### config.mk
export PLATFORM = sky130hd
export DESIGN_NAME = lcd_window_bus_sequencer_core
export DESIGN_NICKNAME = d
export VERILOG_FILES = /design/src/rtl/core/lcdws_pkg.sv /design/src/rtl/core/lcdws_fifo.sv /design/src/rtl/core/lcdws_front.sv /design/src/rtl/core/lcdws_back.sv /design/src/rtl/core/lcd_window_bus_sequencer_core.sv
export VERILOG_INCLUDE_DIRS = /design/src /design/src/rtl/core
export SDC_FILE = /design/constraint.sdc
export NUM_CORES = 1
export LEC_CHECK = 0
export ABC_AREA = 1
export BUFFER_PORTS_ARGS = -buffer_cell sky130_fd_sc_hd__buf_2
export CAP_MARGIN = 20
export CORE_AREA = 4 4 242 244
export DETAILED_ROUTE_END_ITERATION = 12
export DIE_AREA = 0 0 246 248
export PLACE_DENSITY = 0.64
export RECOVER_POWER = 100
export REMOVE_ABC_BUFFERS = 1
export SYNTH_ARGS = -nofsm -noshare
export SYNTH_HDL_FRONTEND = slang
export SYNTH_SLANG_ARGS = --single-unit
### constraint.sdc
create_clock -name i_clk -period 5 [get_ports i_clk]
set_input_delay 0.25 -clock i_clk [delete_from_list [all_inputs] [get_ports i_clk]]
set_output_delay 0.25 -clock i_clk [all_outputs]
set_load 0.05 [all_outputs]
### src/rtl/core/lcd_window_bus_sequencer_core_macros.svh
// ----------------------------------------------------------------------------
// lcd_window_bus_sequencer_core_macros
// Assertion macros for the LCD window bus sequencer.
// ----------------------------------------------------------------------------
`ifndef LCD_WINDOW_BUS_SEQUENCER_CORE_MACROS_SVH
`define LCD_WINDOW_BUS_SEQUENCER_CORE_MACROS_SVH

`ifndef ASSERT_OFF
// Property that holds at every sampled edge outside reset.
`define LCDWS_ASSERT_ALWAYS(label, clk, rst_n, prop, msg) \
    label: assert property (@(posedge clk) disable iff (!rst_n) (prop)) \
        else $error(msg);
// Antecedent in one cycle implies consequent in the next.
`define LCDWS_ASSERT_NEXT(label, clk, rst_n, ante, cons, msg) \
    label: assert property (@(posedge clk) disable iff (!rst_n) (ante) |=> (cons)) \
        else $error(msg);
`else
`define LCDWS_ASSERT_ALWAYS(label, clk, rst_n, prop, msg)
`define LCDWS_ASSERT_NEXT(label, clk, rst_n, ante, cons, msg)
`endif

`endif

### src/rtl/core/lcdws_pkg.sv
// ----------------------------------------------------------------------------
// lcdws_pkg
// Types and constants shared by the LCD window bus sequencer.
// ----------------------------------------------------------------------------
package lcdws_pkg;

    // Input item kinds
    typedef enum logic [2:0] {
        KIND_OPEN_WRITE = 3'd0,
        KIND_PIXEL      = 3'd1,
        KIND_OPEN_READ  = 3'd2,
        KIND_READ_WORD  = 3'd3,
        KIND_CLOSE_READ = 3'd4
    } t_kind;

    // Configuration register indexes
    typedef enum logic [1:0] {
        CFG_PANEL_WIDTH      = 2'd0,
        CFG_ACCESS_LANDSCAPE = 2'd1,
        CFG_ACCESS_PORTRAIT  = 2'd2
    } t_cfg_index;

    localparam int CFG_DATA_W = 11;

    // Panel command codes and format parameters
    localparam logic [15:0] CMD_ACCESS       = 16'h0036;
    localparam logic [15:0] CMD_COLUMN       = 16'h002A;
    localparam logic [15:0] CMD_PAGE         = 16'h002B;
    localparam logic [15:0] CMD_MEM_WRITE    = 16'h002C;
    localparam logic [15:0] CMD_MEM_READ     = 16'h002E;
    localparam logic [15:0] CMD_PIXEL_FORMAT = 16'h003A;
    localparam logic [15:0] FORMAT_READ      = 16'h0006;
    localparam logic [15:0] FORMAT_NORMAL    = 16'h0005;

    // Readback decoder phase
    typedef enum logic [1:0] {
        PH_DUMMY  = 2'd0,
        PH_FIRST  = 2'd1,
        PH_SECOND = 2'd2,
        PH_THIRD  = 2'd3
    } t_rd_phase;

    // Work handed from the front to the back
    typedef enum logic [2:0] {
        JOB_WIN_WRITE  = 3'd0,
        JOB_WIN_READ   = 3'd1,
        JOB_PIXEL      = 3'd2,
        JOB_READ_PIXEL = 3'd3,
        JOB_CLOSE      = 3'd4
    } t_job_op;

    // Sequencer steps of a window burst
    localparam logic [3:0] STEP_WIN_TAIL  = 4'd12;
    localparam logic [3:0] STEP_WRITE_END = 4'd12;
    localparam logic [3:0] STEP_READ_END  = 4'd14;
    localparam logic [3:0] STEP_CLOSE_END = 4'd1;

    typedef struct packed {
        logic [2:0]  kind;
        logic [9:0]  rect_x;
        logic [9:0]  rect_y;
        logic [10:0] rect_width;
        logic [10:0] rect_height;
        logic        portrait;
        logic [15:0] pixel_in;
        logic [15:0] read_word;
    } t_item;

    typedef struct packed {
        logic        bus_write;
        logic        is_command;
        logic [15:0] bus_word;
        logic        pixel_valid;
        logic [15:0] pixel_out;
        logic        last;
    } t_result;

    typedef struct packed {
        t_job_op     op;
        logic [7:0]  access;
        logic [15:0] col_start;
        logic [15:0] col_end;
        logic [15:0] page_start;
        logic [15:0] page_end;
        logic [15:0] data;
    } t_job;

endpackage

### src/rtl/core/lcdws_fifo.sv
// ----------------------------------------------------------------------------
// lcdws_fifo
// Small register queue with push/full and pop/empty sides.
// ----------------------------------------------------------------------------
module lcdws_fifo #(
    parameter int WIDTH = 8,
    parameter int DEPTH = 2
) (
    input  logic             i_clk,
    input  logic             i_rst_n,
    input  logic             i_push,
    input  logic [WIDTH-1:0] i_data,
    output logic             o_full,
    input  logic             i_pop,
    output logic [WIDTH-1:0] o_data,
    output logic             o_empty
);

    localparam int PTR_W = (DEPTH > 1) ? $clog2(DEPTH) : 1;
    localparam int CNT_W = $clog2(DEPTH + 1);

    logic [WIDTH-1:0] r_mem [DEPTH];
    logic [PTR_W-1:0] r_wr_ptr, n_wr_ptr;
    logic [PTR_W-1:0] r_rd_ptr, n_rd_ptr;
    logic [CNT_W-1:0] r_count, n_count;
    logic             wr_en;
    logic             rd_en;

    assign o_full  = (r_count == CNT_W'(DEPTH));
    assign o_empty = (r_count == '0);
    assign wr_en   = i_push && !o_full;
    assign rd_en   = i_pop && !o_empty;
    assign o_data  = r_mem[r_rd_ptr];

    always_comb begin
        n_wr_ptr = r_wr_ptr;
        n_rd_ptr = r_rd_ptr;
        n_count  = r_count;
        if (wr_en) begin
            n_wr_ptr = (r_wr_ptr == PTR_W'(DEPTH - 1)) ? '0 : PTR_W'(r_wr_ptr + 1'b1);
        end
        if (rd_en) begin
            n_rd_ptr = (r_rd_ptr == PTR_W'(DEPTH - 1)) ? '0 : PTR_W'(r_rd_ptr + 1'b1);
        end
        if (wr_en && !rd_en) begin
            n_count = CNT_W'(r_count + 1'b1);
        end else if (rd_en && !wr_en) begin
            n_count = CNT_W'(r_count - 1'b1);
        end
    end

    always_ff @(posedge i_clk) begin
        if (!i_rst_n) begin
            r_wr_ptr <= '0;
            r_rd_ptr <= '0;
            r_count  <= '0;
        end else begin
            r_wr_ptr <= n_wr_ptr;
            r_rd_ptr <= n_rd_ptr;
            r_count  <= n_count;
        end
    end

    always_ff @(posedge i_clk) begin
        if (wr_en) begin
            r_mem[r_wr_ptr] <= i_data;
        end
    end

endmodule

### src/rtl/core/lcdws_front.sv
// ----------------------------------------------------------------------------
// lcdws_front
// Classify input words, run the readback decoder, build back-end jobs.
// ----------------------------------------------------------------------------
module lcdws_front
    import lcdws_pkg::*;
#(
    parameter int COORD_BITS = 16
) (
    input  logic        i_clk,
    input  logic        i_rst_n,
    input  logic        i_accept,
    input  t_item       i_item,
    input  logic [10:0] i_panel_width,
    input  logic [7:0]  i_access_landscape,
    input  logic [7:0]  i_access_portrait,
    output logic        o_job_push,
    output t_job        o_job
);

    t_rd_phase   r_phase, n_phase;
    logic        r_armed, n_armed;
    logic [15:0] r_held, n_held;

    logic [16:0] v_x, v_y, v_w, v_h, v_pw;
    logic [16:0] land_xe, land_ye, port_ys, port_ye;
    logic [15:0] px_second, px_third;

    // Window coordinates, wide enough to hold any carry, then wrapped
    assign v_x  = 17'(i_item.rect_x);
    assign v_y  = 17'(i_item.rect_y);
    assign v_w  = 17'(i_item.rect_width);
    assign v_h  = 17'(i_item.rect_height);
    assign v_pw = 17'(i_panel_width);

    assign land_xe = v_x + v_w - 17'd1;
    assign land_ye = v_y + v_h - 17'd1;
    assign port_ys = v_pw - (v_x + v_w);
    assign port_ye = v_pw - v_x - 17'd1;

    // Unpack two RGB565 pixels from three 18-bit-per-pixel words
    assign px_second = {r_held[15:11], r_held[7:2], i_item.read_word[15:11]};
    assign px_third  = {r_held[7:3], i_item.read_word[15:10], i_item.read_word[7:3]};

    // Decoder next state
    always_comb begin
        n_phase = r_phase;
        n_armed = r_armed;
        n_held  = r_held;
        if (i_accept) begin
            unique case (t_kind'(i_item.kind))
                KIND_OPEN_WRITE: begin
                    n_armed = 1'b0;
                    n_phase = PH_DUMMY;
                end
                KIND_OPEN_READ: begin
                    n_armed = 1'b1;
                    n_phase = PH_DUMMY;
                end
                KIND_READ_WORD: begin
                    if (r_armed) begin
                        unique case (r_phase)
                            PH_DUMMY:  n_phase = PH_FIRST;
                            PH_FIRST: begin
                                n_held  = i_item.read_word;
                                n_phase = PH_SECOND;
                            end
                            PH_SECOND: begin
                                n_held  = i_item.read_word;
                                n_phase = PH_THIRD;
                            end
                            PH_THIRD:  n_phase = PH_FIRST;
                            default:   n_phase = PH_DUMMY;
                        endcase
                    end
                end
                KIND_CLOSE_READ: begin
                    n_armed = 1'b0;
                    n_phase = PH_DUMMY;
                end
                default: ;
            endcase
        end
    end

    // Job build
    always_comb begin
        o_job_push = 1'b0;
        o_job.op   = JOB_PIXEL;
        o_job.data = i_item.pixel_in;
        if (i_item.portrait) begin
            o_job.access     = i_access_portrait;
            o_job.col_start  = 16'(v_y[COORD_BITS-1:0]);
            o_job.col_end    = 16'(land_ye[COORD_BITS-1:0]);
            o_job.page_start = 16'(port_ys[COORD_BITS-1:0]);
            o_job.page_end   = 16'(port_ye[COORD_BITS-1:0]);
        end else begin
            o_job.access     = i_access_landscape;
            o_job.col_start  = 16'(v_x[COORD_BITS-1:0]);
            o_job.col_end    = 16'(land_xe[COORD_BITS-1:0]);
            o_job.page_start = 16'(v_y[COORD_BITS-1:0]);
            o_job.page_end   = 16'(land_ye[COORD_BITS-1:0]);
        end
        unique case (t_kind'(i_item.kind))
            KIND_OPEN_WRITE: begin
                o_job_push = i_accept;
                o_job.op   = JOB_WIN_WRITE;
            end
            KIND_PIXEL: begin
                o_job_push = i_accept;
                o_job.op   = JOB_PIXEL;
            end
            KIND_OPEN_READ: begin
                o_job_push = i_accept;
                o_job.op   = JOB_WIN_READ;
            end
            KIND_READ_WORD: begin
                o_job.op = JOB_READ_PIXEL;
                if (r_phase == PH_SECOND) begin
                    o_job_push = i_accept && r_armed;
                    o_job.data = px_second;
                end else if (r_phase == PH_THIRD) begin
                    o_job_push = i_accept && r_armed;
                    o_job.data = px_third;
                end
            end
            KIND_CLOSE_READ: begin
                o_job_push = i_accept && r_armed;
                o_job.op   = JOB_CLOSE;
            end
            default: ;
        endcase
    end

    always_ff @(posedge i_clk) begin
        if (!i_rst_n) begin
            r_phase <= PH_DUMMY;
            r_armed <= 1'b0;
            r_held  <= '0;
        end else begin
            r_phase <= n_phase;
            r_armed <= n_armed;
            r_held  <= n_held;
        end
    end

endmodule

### src/rtl/core/lcdws_back.sv
// ----------------------------------------------------------------------------
// lcdws_back
// Step through each job and emit its bus words or decoded pixel.
// ----------------------------------------------------------------------------
module lcdws_back
    import lcdws_pkg::*;
(
    input  logic    i_clk,
    input  logic    i_rst_n,
    input  logic    i_job_empty,
    input  t_job    i_job,
    output logic    o_job_pop,
    input  logic    i_out_full,
    output logic    o_out_push,
    output t_result o_result
);

    logic [3:0]  r_step, n_step;
    logic [3:0]  last_step;
    logic        is_last;
    logic        win_cmd;
    logic [15:0] win_word;

    always_comb begin
        case (i_job.op)
            JOB_WIN_WRITE: last_step = STEP_WRITE_END;
            JOB_WIN_READ:  last_step = STEP_READ_END;
            JOB_CLOSE:     last_step = STEP_CLOSE_END;
            default:       last_step = '0;
        endcase
    end

    assign is_last    = (r_step == last_step);
    assign o_out_push = !i_job_empty && !i_out_full;
    assign o_job_pop  = o_out_push && is_last;

    // Window setup words, shared by both window kinds
    always_comb begin
        win_cmd  = 1'b0;
        win_word = '0;
        unique case (r_step)
            4'd0: begin
                win_cmd  = 1'b1;
                win_word = CMD_ACCESS;
            end
            4'd1:  win_word = 16'(i_job.access);
            4'd2: begin
                win_cmd  = 1'b1;
                win_word = CMD_COLUMN;
            end
            4'd3:  win_word = 16'(i_job.col_start[15:8]);
            4'd4:  win_word = 16'(i_job.col_start[7:0]);
            4'd5:  win_word = 16'(i_job.col_end[15:8]);
            4'd6:  win_word = 16'(i_job.col_end[7:0]);
            4'd7: begin
                win_cmd  = 1'b1;
                win_word = CMD_PAGE;
            end
            4'd8:  win_word = 16'(i_job.page_start[15:8]);
            4'd9:  win_word = 16'(i_job.page_start[7:0]);
            4'd10: win_word = 16'(i_job.page_end[15:8]);
            4'd11: win_word = 16'(i_job.page_end[7:0]);
            4'd12: begin
                win_cmd  = 1'b1;
                win_word = (i_job.op == JOB_WIN_WRITE) ? CMD_MEM_WRITE : CMD_PIXEL_FORMAT;
            end
            4'd13: win_word = FORMAT_READ;
            4'd14: begin
                win_cmd  = 1'b1;
                win_word = CMD_MEM_READ;
            end
            default: ;
        endcase
    end

    always_comb begin
        o_result.bus_write   = 1'b1;
        o_result.is_command  = win_cmd;
        o_result.bus_word    = win_word;
        o_result.pixel_valid = 1'b0;
        o_result.pixel_out   = '0;
        o_result.last        = is_last;
        case (i_job.op)
            JOB_PIXEL: begin
                o_result.is_command = 1'b0;
                o_result.bus_word   = i_job.data;
            end
            JOB_READ_PIXEL: begin
                o_result.bus_write   = 1'b0;
                o_result.is_command  = 1'b0;
                o_result.bus_word    = '0;
                o_result.pixel_valid = 1'b1;
                o_result.pixel_out   = i_job.data;
            end
            JOB_CLOSE: begin
                o_result.is_command = (r_step == '0);
                o_result.bus_word   = (r_step == '0) ? CMD_PIXEL_FORMAT : FORMAT_NORMAL;
            end
            default: ;
        endcase
    end

    // Advance one word per free output slot; restart on job retire
    always_comb begin
        n_step = r_step;
        if (o_job_pop) begin
            n_step = '0;
        end else if (o_out_push) begin
            n_step = r_step + 4'd1;
        end
    end

    always_ff @(posedge i_clk) begin
        if (!i_rst_n) begin
            r_step <= '0;
        end else begin
            r_step <= n_step;
        end
    end

endmodule

### src/rtl/core/lcd_window_bus_sequencer_core.sv
// ----------------------------------------------------------------------------
// lcd_window_bus_sequencer_core
// Host side of a 16-bit 8080-style LCD bus: window setup, pixel pass-through
// and readback pixel unpacking.
// ----------------------------------------------------------------------------
//
//  Channel   Handshake          Payload      Direction
//  --------  -----------------  -----------  ---------------------------------
//  item      push / full        i_item       input words into the front
//  result    empty / pop        o_result     bus words and decoded pixels out
//  config    i_cfg_we           i_cfg_index  panel width, access parameters
//                               i_cfg_data
//
//  Each accepted word is classified in the cycle it arrives and becomes at
//  most one job in the job queue; the readback decoder updates there too.
//  The back emits one result word per cycle while a job waits and the result
//  queue has room; a pixel is one word, a write window 13, a read window 15, a
//  close 2. The step sequencer sets the rate; results pass both queues.
//  Reset (synchronous, active low) empties both queues, idles the decoder and
//  restores the register defaults. A full result queue stalls the back only;
//  the front keeps accepting until the job queue fills.
//
`include "lcd_window_bus_sequencer_core_macros.svh"

module lcd_window_bus_sequencer_core
    import lcdws_pkg::*;
#(
    parameter int COORD_BITS = 16,
    parameter int JOB_DEPTH  = 4,
    parameter int OUT_DEPTH  = 2
) (
    input  logic                  i_clk,
    input  logic                  i_rst_n,
    // item side
    input  logic                  push,
    output logic                  full,
    input  t_item                 i_item,
    // result side
    output logic                  empty,
    input  logic                  pop,
    output t_result               o_result,
    // configuration
    input  logic                  i_cfg_we,
    input  logic [1:0]            i_cfg_index,
    input  logic [CFG_DATA_W-1:0] i_cfg_data
);

    logic [10:0] r_panel_width;
    logic [7:0]  r_access_landscape;
    logic [7:0]  r_access_portrait;

    logic    accept;
    logic    job_push;
    t_job    job_in;
    logic    job_empty;
    logic    job_pop;
    t_job    job_head;
    logic    out_full;
    logic    out_push;
    t_result out_word;

    assign accept = push && !full;

    // Configuration registers; unknown indexes drop the write
    always_ff @(posedge i_clk) begin
        if (!i_rst_n) begin
            r_panel_width      <= 11'd320;
            r_access_landscape <= 8'hA0;
            r_access_portrait  <= 8'h00;
        end else if (i_cfg_we) begin
            unique case (t_cfg_index'(i_cfg_index))
                CFG_PANEL_WIDTH:      r_panel_width      <= i_cfg_data;
                CFG_ACCESS_LANDSCAPE: r_access_landscape <= i_cfg_data[7:0];
                CFG_ACCESS_PORTRAIT:  r_access_portrait  <= i_cfg_data[7:0];
                default: ;
            endcase
        end
    end

    // Front: classify, decode readback, build jobs
    lcdws_front #(
        .COORD_BITS (COORD_BITS)
    ) u_front (
        .i_clk              (i_clk),
        .i_rst_n            (i_rst_n),
        .i_accept           (accept),
        .i_item             (i_item),
        .i_panel_width      (r_panel_width),
        .i_access_landscape (r_access_landscape),
        .i_access_portrait  (r_access_portrait),
        .o_job_push         (job_push),
        .o_job              (job_in)
    );

    // Job queue: full here is what the item side sees
    lcdws_fifo #(
        .WIDTH ($bits(t_job)),
        .DEPTH (JOB_DEPTH)
    ) u_job_q (
        .i_clk   (i_clk),
        .i_rst_n (i_rst_n),
        .i_push  (job_push),
        .i_data  (job_in),
        .o_full  (full),
        .i_pop   (job_pop),
        .o_data  (job_head),
        .o_empty (job_empty)
    );

    // Back: expand each job into result words
    lcdws_back u_back (
        .i_clk       (i_clk),
        .i_rst_n     (i_rst_n),
        .i_job_empty (job_empty),
        .i_job       (job_head),
        .o_job_pop   (job_pop),
        .i_out_full  (out_full),
        .o_out_push  (out_push),
        .o_result    (out_word)
    );

    // Result queue: hold finished words until popped
    lcdws_fifo #(
        .WIDTH ($bits(t_result)),
        .DEPTH (OUT_DEPTH)
    ) u_out_q (
        .i_clk   (i_clk),
        .i_rst_n (i_rst_n),
        .i_push  (out_push),
        .i_data  (out_word),
        .o_full  (out_full),
        .i_pop   (pop),
        .o_data  (o_result),
        .o_empty (empty)
    );

    // A decoded pixel is a lone result and never a bus cycle
    `LCDWS_ASSERT_ALWAYS(a_pixel_lone, i_clk, i_rst_n, !empty && o_result.pixel_valid |-> o_result.last && !o_result.bus_write && !o_result.is_command, "decoded pixel not a lone data result")
    // Command words carry a one-byte opcode
    `LCDWS_ASSERT_ALWAYS(a_cmd_byte, i_clk, i_rst_n, !empty && o_result.is_command |-> o_result.bus_write && o_result.bus_word[15:8] == 8'h00, "malformed command word")
    // The back only retires a job on a word it actually emits
    `LCDWS_ASSERT_ALWAYS(a_retire_emits, i_clk, i_rst_n, job_pop |-> out_push && out_word.last, "job retired without its last word")
    // An accepted pixel write reaches the job queue
    `LCDWS_ASSERT_NEXT(a_pixel_queued, i_clk, i_rst_n, accept && i_item.kind == 3'(KIND_PIXEL), !job_empty, "pixel write lost before job queue")

endmodule

==> key figures, run 1 <==
Status
  – Status: complete, but fails checks
  – Failing checks: max-capacitance violations, max-slew violations

Worst setup path
  – CP Launch Type: primary input
  – Crit path cell chain: dlygate4sd3_1 > clkbuf_1 > nor2_1 > inv_1 > nor2_1 > o21a_1 > o21ai_0 > nand2_1 > nand2_1 > nor2_4 > clkbuf_1
  – Worst EP arrival: 4.34 ns
  – WP data required: 5.20 ns
  – Master of the slowest instance on the critical path: nor2_4
  – CP startpoint: i_item[77]
  – CP Max Fanout: 25
  – Crit end category: flop
  – CP max stage delay: between 0.8 and 0.9 ns
  – Crit Path Class: primary input to flop

Clocking
  – Clock root buffer: clkbuf_16
  – TritonCTS Buffers: 50
  – CTS-repair resized insts: 0
  – CTS tree: done
  – Clk buf depth: 3
  – # clock sinks: 471
  – H-tree levels: 2
  – Clock transition at path regs: 0.06 ns
  – Worst skew pair latency: 0.61 ns

Place
  – GPL Wtd Cong: 0.906
  – # port buffers: between 100 and 150
  – DP HPWL: 40,000 µm
  – Cell count after placement: 3,045

Yosys
  – #FFs+latches synth: 471
  – Area contributors post-synth: edfxtp_1 (55%), nand2_1 (7.5%), dfxtp_1 (5.3%), nor2_1 (5.3%), o21ai_0 (4.9%)
  – Synth area leader: edfxtp_1
  – Top cells by count, synth: nand2_1 (448), edfxtp_1 (412), nor2_1 (313)
  – Ys async rst share: 0%
  – Syn Std Cell Area: 22,300 µm²
  – Syn Area/Cell: between 10 and 15 µm²
  – Ys flop type: edfxtp_1
  – Sequential fraction of the synthesis area: about three fifths
  – Yosys Warn Count: 0
  – Synth unique cells: 56
  – Syn Inst Count: 2,221
  – EDFF count, synth: 412
  – Top-area cell type share of the netlist area: 55.4%
  – Most common cell in the netlist: nand2_1

Floorplanning
  – Row cnt: 87
  – Die H: 248 µm
  – Area of the core: 56,300 µm²
  – Die Span X: 246 µm
  – Die ar.: between 60,000 and 70,000 µm²
  – I/O pins: 134
  – Initial Utilization: 39.7%

Pwr
  – Peak supply drop: 0.401 mV
  – Power share of the clock group: between 30% and 40%
  – Pwr/cell area: 462 nW/µm²
  – Leakage: 9.90 nW
  – Flop pwr share: 41.6%
  – Int Pwr: 7.74 mW
  – Sw Share: between 30 and 40%
  – Switching Power: 4.09 mW
  – Comb pwr share: 28.0%

Detailed routing
  – First DRT Iteration DRCs: 1,310
  – Antenna Nets Post-Route: 0
  – First drt pass iteration count: 7
  – Post-DR wirelength/cell: 18.4 µm
  – Post-route DRC: 0
  – Via/cell ratio: 5.26
  – Drt total wl: around 58,000 µm
  – DR vias: 16,600

Job
  – Total of max-cap violations: 6

Worst hold path
  – HP Start: i_item[75]
  – Worst hold path type: primary input to flop

STA
  – Worst Clk Skew: 0.0282 ns
  – TNS Setup: 0 ns
  – Final worst-path cycle share: 82.8%
  – Final hold vios: 0
  – Final Critical Period: 4.14 ns
  – Unrepaired setup endpoints after global routing: no
  – Fmax: 241 MHz
  – Actual slew at the worst max-slew pin: 2.16 ns
  – Slew Viols, Final: 191
  – Worst rel slew slack: -43.8%
  – Final Setup Violations: 0

Cells and area
  – # fillers: 5,219
  – Fin cells: 3,159
  – Ant. Diodes: 0
  – Final #Nets: 2,517
  – Layout cells sized above 1: slightly below 10%
  – Area grow syn2layout: 14.7%

Global routing
  – Largest net degree at the start of global routing: 97
  – Total track usage: 18.5%
  – Gr ovfl total: 0
  – Global-route wire length before repair: between 80,000 and 90,000 µm
  – Vias in the first global route: 15,900
  – Initial antenna violation count: 0
## final timing paths
kind | to | slack, ns | cells after the start
worst max-delay path | u_job_q.r_mem[3][36] | 0.86 | 11
worst min-delay path | u_front.r_armed | 0.02 | 4
worst max register to register | u_job_q.r_count[2] | 0.99 | 16
worst min register to register | r_access_portrait[2] | 0.48 | 2
## routing by layer
layer	global-route usage (%)	vias to the layer above	part of all wire [%]
li1	-	8011	-
met1	24.9	8009	44
met2	31.4	521	48
met3	2.24	90	5.8
met4	5.77	0	2.9
met5	0	-	0
## repair_timing
action	in CTS	in global routing
hold endpoints to repair	40	0
hold buffers	23	0
buffers inserted	0	0
## power by group through the flow
stage | sequential, mW | clock, mW | combinational (mW)
after CTS | 4.92 | 3.65 | 3.39
after global routing | 4.96 | 3.82 | 3.60
after floorplan | 5.05 | 0 | 2.27
after detailed placement | 5.00 | 0 | 3.36
after global placement | 4.99 | 0 | 3.25
final | 4.92 | 3.60 | 3.31
## critical path, delay by kind of cell
family / cells / cell delay [ns]
compound gates: 2 / 0.72
simple gates: 5 / 1.78
buf+inv: 4 / 1.53
## layout make-up
type                    instances  area [µm²]  area share (%)
clock buffers                  64        1300            5.09
multi-input cells            1479        7750            30.3
inverters                     187         704            2.75
repair buffers                175        1080            4.21
well taps                     756         946            3.69
clock inverters                27         289            1.13
flip-flops and latches        471       13600            52.9
## through the flow
step	hold slack [ns]	power [mW]	utilization [%]	setup slack, ns	area, µm²
2_1_floorplan	0.334	7.33	-	-2.00	22000
3_3_place_gp	0.455	8.24	42.5	1.45	23900
3_5_place_dp	0.463	8.36	42.6	1.36	24000
4_1_cts	0.00613	12.0	45.8	1.43	25800
5_1_grt	0.0361	12.4	45.5	0.582	25600
6_report	0.0223	11.8	45.5	0.858	25600
## state kept, by name, summed over array words and instances, names as in the netlist, named ones only
name,flops
u_front.r_held,11
u_job_q.r_count,3
u_front.r_phase,2
u_job_q.r_rd_ptr,2
u_front.r_armed,1
u_out_q.r_wr_ptr,1
r_panel_width,11
r_access_portrait,8
u_job_q.r_mem,340
u_out_q.r_rd_ptr,1
u_job_q.r_wr_ptr,2
r_access_landscape,8
u_back.r_step,4
u_out_q.r_count,2
u_out_q.r_mem,72
## cells by family (layout without fill, tap and decap cells)
logic type               Yosys count  in the layout  share of synthesized area [%]
AND/OR/NAND/NOR                  921            921                           16.9
flip-flops                       471            471                           60.6
AO/OA/AOI/OAI                    430            430                           10.9
buffers and inverters            271            453                           4.65
adder cells (fa/ha/maj)           57             57                           3.36
multiplexers                      41             41                           2.04
XOR/XNOR                          30             30                           1.46
## cells in the final DEF, fill, tap and decap left out, types with 52 or more instances in the layout
cell / count
dfxtp_1: 58
edfxtp_1: 412
clkbuf_1: 56
ha_1: 52
buf_2: 93
o21ai_0: 223
nand3_1: 93
nand2_1: 449
a21oi_1: 80
nor2_1: 313
o22ai_1: 71
inv_1: 183
Note: power is estimated with default switching activity, not from simulation.
==> inputs of run 2 (changes only) <==
==> constraint.sdc (replaced) <==
create_clock -name i_clk -period 3.5 [get_ports i_clk]
set_input_delay 0.175 -clock i_clk [delete_from_list [all_inputs] [get_ports i_clk]]
set_output_delay 0.175 -clock i_clk [all_outputs]
set_load 0.05 [all_outputs]
==> key figures, run 2 (same netlist as run 1, synthesis figures left out) <==
Status
  – Status: complete, but fails checks
  – Failing checks: max-capacitance violations, max-slew violations

STA
  – Final worst-path cycle share: 93.7%
  – Final Critical Period: 3.28 ns
  – Unrepaired setup endpoints after global routing: no
  – Slew Viols, Final: 86 (-55%)
  – Worst hold slack: 0.0322 ns (+0.00989 ns)
  – Fmax: 305 MHz
  – Final hold vios: 0 (unchanged)
  – Actual slew at the worst max-slew pin: 1.54 ns (-0.613 ns)
  – Fin worst setup slack: 0.219 ns (-0.639 ns)
  – TNS Setup: 0 ns (unchanged)
  – Worst rel slew slack: -2.91% (+41 points)
  – Worst Clk Skew: 0.0449 ns (+0.0167 ns)
  – Final Setup Violations: 0 (unchanged)

Pwr
  – Leakage: 10.0 nW (+1.4%)
  – Pwr/cell area: 658 nW/µm² (+42%)
  – Power share of the clock group: 30.8% (+0.4 points)
  – Sw Share: 34.6% (+0.051 points)
  – Power Total: 17.0 mW (+44%)
  – Peak supply drop: 0.552 mV (+38%)
  – Int Pwr: 11.1 mW (+44%)
  – Comb pwr share: 27.8% (-0.2 points)
  – Flop pwr share: 41.4% (-0.2 points)
  – Switching Power: 5.89 mW (+44%)

Clocking
  – Worst skew pair latency: 0.62 ns (about the same)
  – Clock root buffer: clkbuf_16
  – Clock transition at path regs: 0.06 ns (about the same)
  – TritonCTS Buffers: 50 (unchanged)
  – CTS-repair resized insts: 0 (unchanged)
  – H-tree levels: 2 (unchanged)
  – # clock sinks: 471 (unchanged)
  – Clk buf depth: 3 (unchanged)
  – CTS tree: done

Cells and area
  – # fillers: 5,207 (-0.23%)
  – Reg area: 13,600 µm² (about the same)
  – Area grow syn2layout: 15.7%
  – Layout cells sized above 1: 10.2% (+0.33 points)
  – Most frequent cells in the layout: nand2_1 (448), edfxtp_1 (412), nor2_1 (314)
  – Max reg flops: 340 (unchanged)
  – Multi-input combinational cell area: 7740 µm² (-0.15%)
  – Biggest register: u_job_q.r_mem
  – Post-layout util: 46.0% (+0.40 points)
  – Ant. Diodes: 0 (unchanged)
  – Final #Nets: 2,548 (+1.2%)
  – Largest registers: u_job_q.r_mem x340, u_out_q.r_mem x72
  – Fin cells: 3,189 (+0.95%)
  – Fin area: 25,900 µm² (+0.89%)
  – Most common cell after layout, fill and taps aside: nand2_1

Place
  – Pre-CTS setup slack: 0.189 ns (-1.17 ns)
  – DP HPWL: 39,500 µm (-1.3%)
  – Placed Area: 24,000 µm² (unchanged)
  – GPL Wtd Cong: 0.932 (+2.8%)
  – # port buffers: 129 (unchanged)
  – Cell count after placement: 3,052 (+0.23%)

Floorplanning
  – Area of the core: 56,300 µm² (unchanged)
  – I/O pins: 134 (unchanged)
  – Initial Utilization: 39.7% (unchanged)
  – Die ar.: 61,000 µm² (unchanged)
  – Die Span X: 246 µm (unchanged)
  – Row cnt: 87 (unchanged)
  – Die H: 248 µm (unchanged)

Detailed routing
  – Post-route DRC: 0 (unchanged)
  – Post-DR wirelength/cell: 18.5 µm (+0.40%)
  – Via/cell ratio: 5.27 (+0.19%)
  – Antenna Nets Post-Route: 0 (unchanged)
  – First drt pass iteration count: 7 (unchanged)
  – DR vias: 16,800 (+1.1%)
  – First DRT Iteration DRCs: 1,432 (+9.3%)
  – Drt total wl: 58,900 µm (+1.4%)

Worst setup path
  – Crit end category: flop
  – CP Launch Type: flop
  – CP Max Fanout: 70 (+180%)
  – R2R setup slack: 0.22 ns (-0.77 ns)
  – Worst Reg-to-Reg Cells: 8 (-8)
  – WP data required: 3.78 ns (-1.42 ns)
  – Worst EP arrival: 3.56 ns (-0.78 ns)
  – Crit Path Class: flop to flop

Global routing
  – Largest net degree at the start of global routing: 90 (-7.2%)
  – Global-route wire length before repair: 89,700 µm (+1.5%)
  – Vias in the first global route: 16,100 (+0.97%)
  – Initial antenna violation count: 0 (unchanged)
  – Gr ovfl total: 0 (unchanged)
  – Total track usage: 18.8% (+0.35 points)

Worst hold path
  – Worst hold path type: primary input to flop
  – WHS Path Cells: 3 (-1)

Job
  – Total of max-cap violations: 1 (-5)
[run 2: cell types whose count changed in the layout (fill, tap and decap cells not counted), sizes merged]
cell,before,now
clkinvlp,5,2
clkinv,15,21
buf,108,106
dlygate4sd3,23,47
inv,190,189
clkbuf,108,113
bufinv,4,5
[run 2: what timing repair did]
item | in CTS | in global routing
buffers inserted | 0 | 0
hold buffers | 47 | 0
endpoints found under the hold margin | 109 | 0
[run 2: layout make-up]
cell class                      count  share of cell area, %
Timing Repair Buffer              206                   4.92
Clock buffer                       60                   4.98
Clock inverter                     30                   1.35
Tap cell                          756                   3.66
Sequential cell                   471                   52.4
Multi-Input combinational cell   1479                   29.9
Inverter                          187                   2.72
[run 2: power groups by stage]
stage | Combinational (mW) | Sequential [mW] | Clock (mW)
floorplan | 3.25 | 7.22 | 0
global placement | 4.70 | 7.13 | 0
detailed placement | 4.79 | 7.15 | 0
CTS | 4.85 | 7.04 | 5.33
global route | 5.14 | 7.10 | 5.56
finish | 4.73 | 7.04 | 5.24
[run 2: path summary, 6_finish.rpt]
path                                end                  start
hold reg to reg   r_access_landscape[5]  r_access_landscape[5]
setup reg to reg   u_out_q.r_mem[0][24]                   flop
hold / removal      u_job_q.r_mem[2][0]             i_item[16]
setup / recovery   u_out_q.r_mem[0][24]                   flop
[run 2: critical path, cell delays in order, from the launching register on]
cell	delay [ns]
dfxtp_4	0.67
inv_4	0.12
buf_2	0.56
o21ai_0	0.37
o22ai_1	0.18
nand2_1	0.09
nand4_1	0.11
o21ai_0	0.49
o21ai_0	0.26
[run 2: layer usage]
metal / global-route usage [%] / up-vias / wire [µm] / share of wire [%]
met3: 2.45 / 100 / 3750 / 6.4
met1: 24.9 / 8063 / 24900 / 42
li1: - / 8063 / - / -
met4: 6.36 / 0 / 1670 / 2.8
met5: 0 / - / 0 / 0
met2: 32.2 / 595 / 28600 / 49
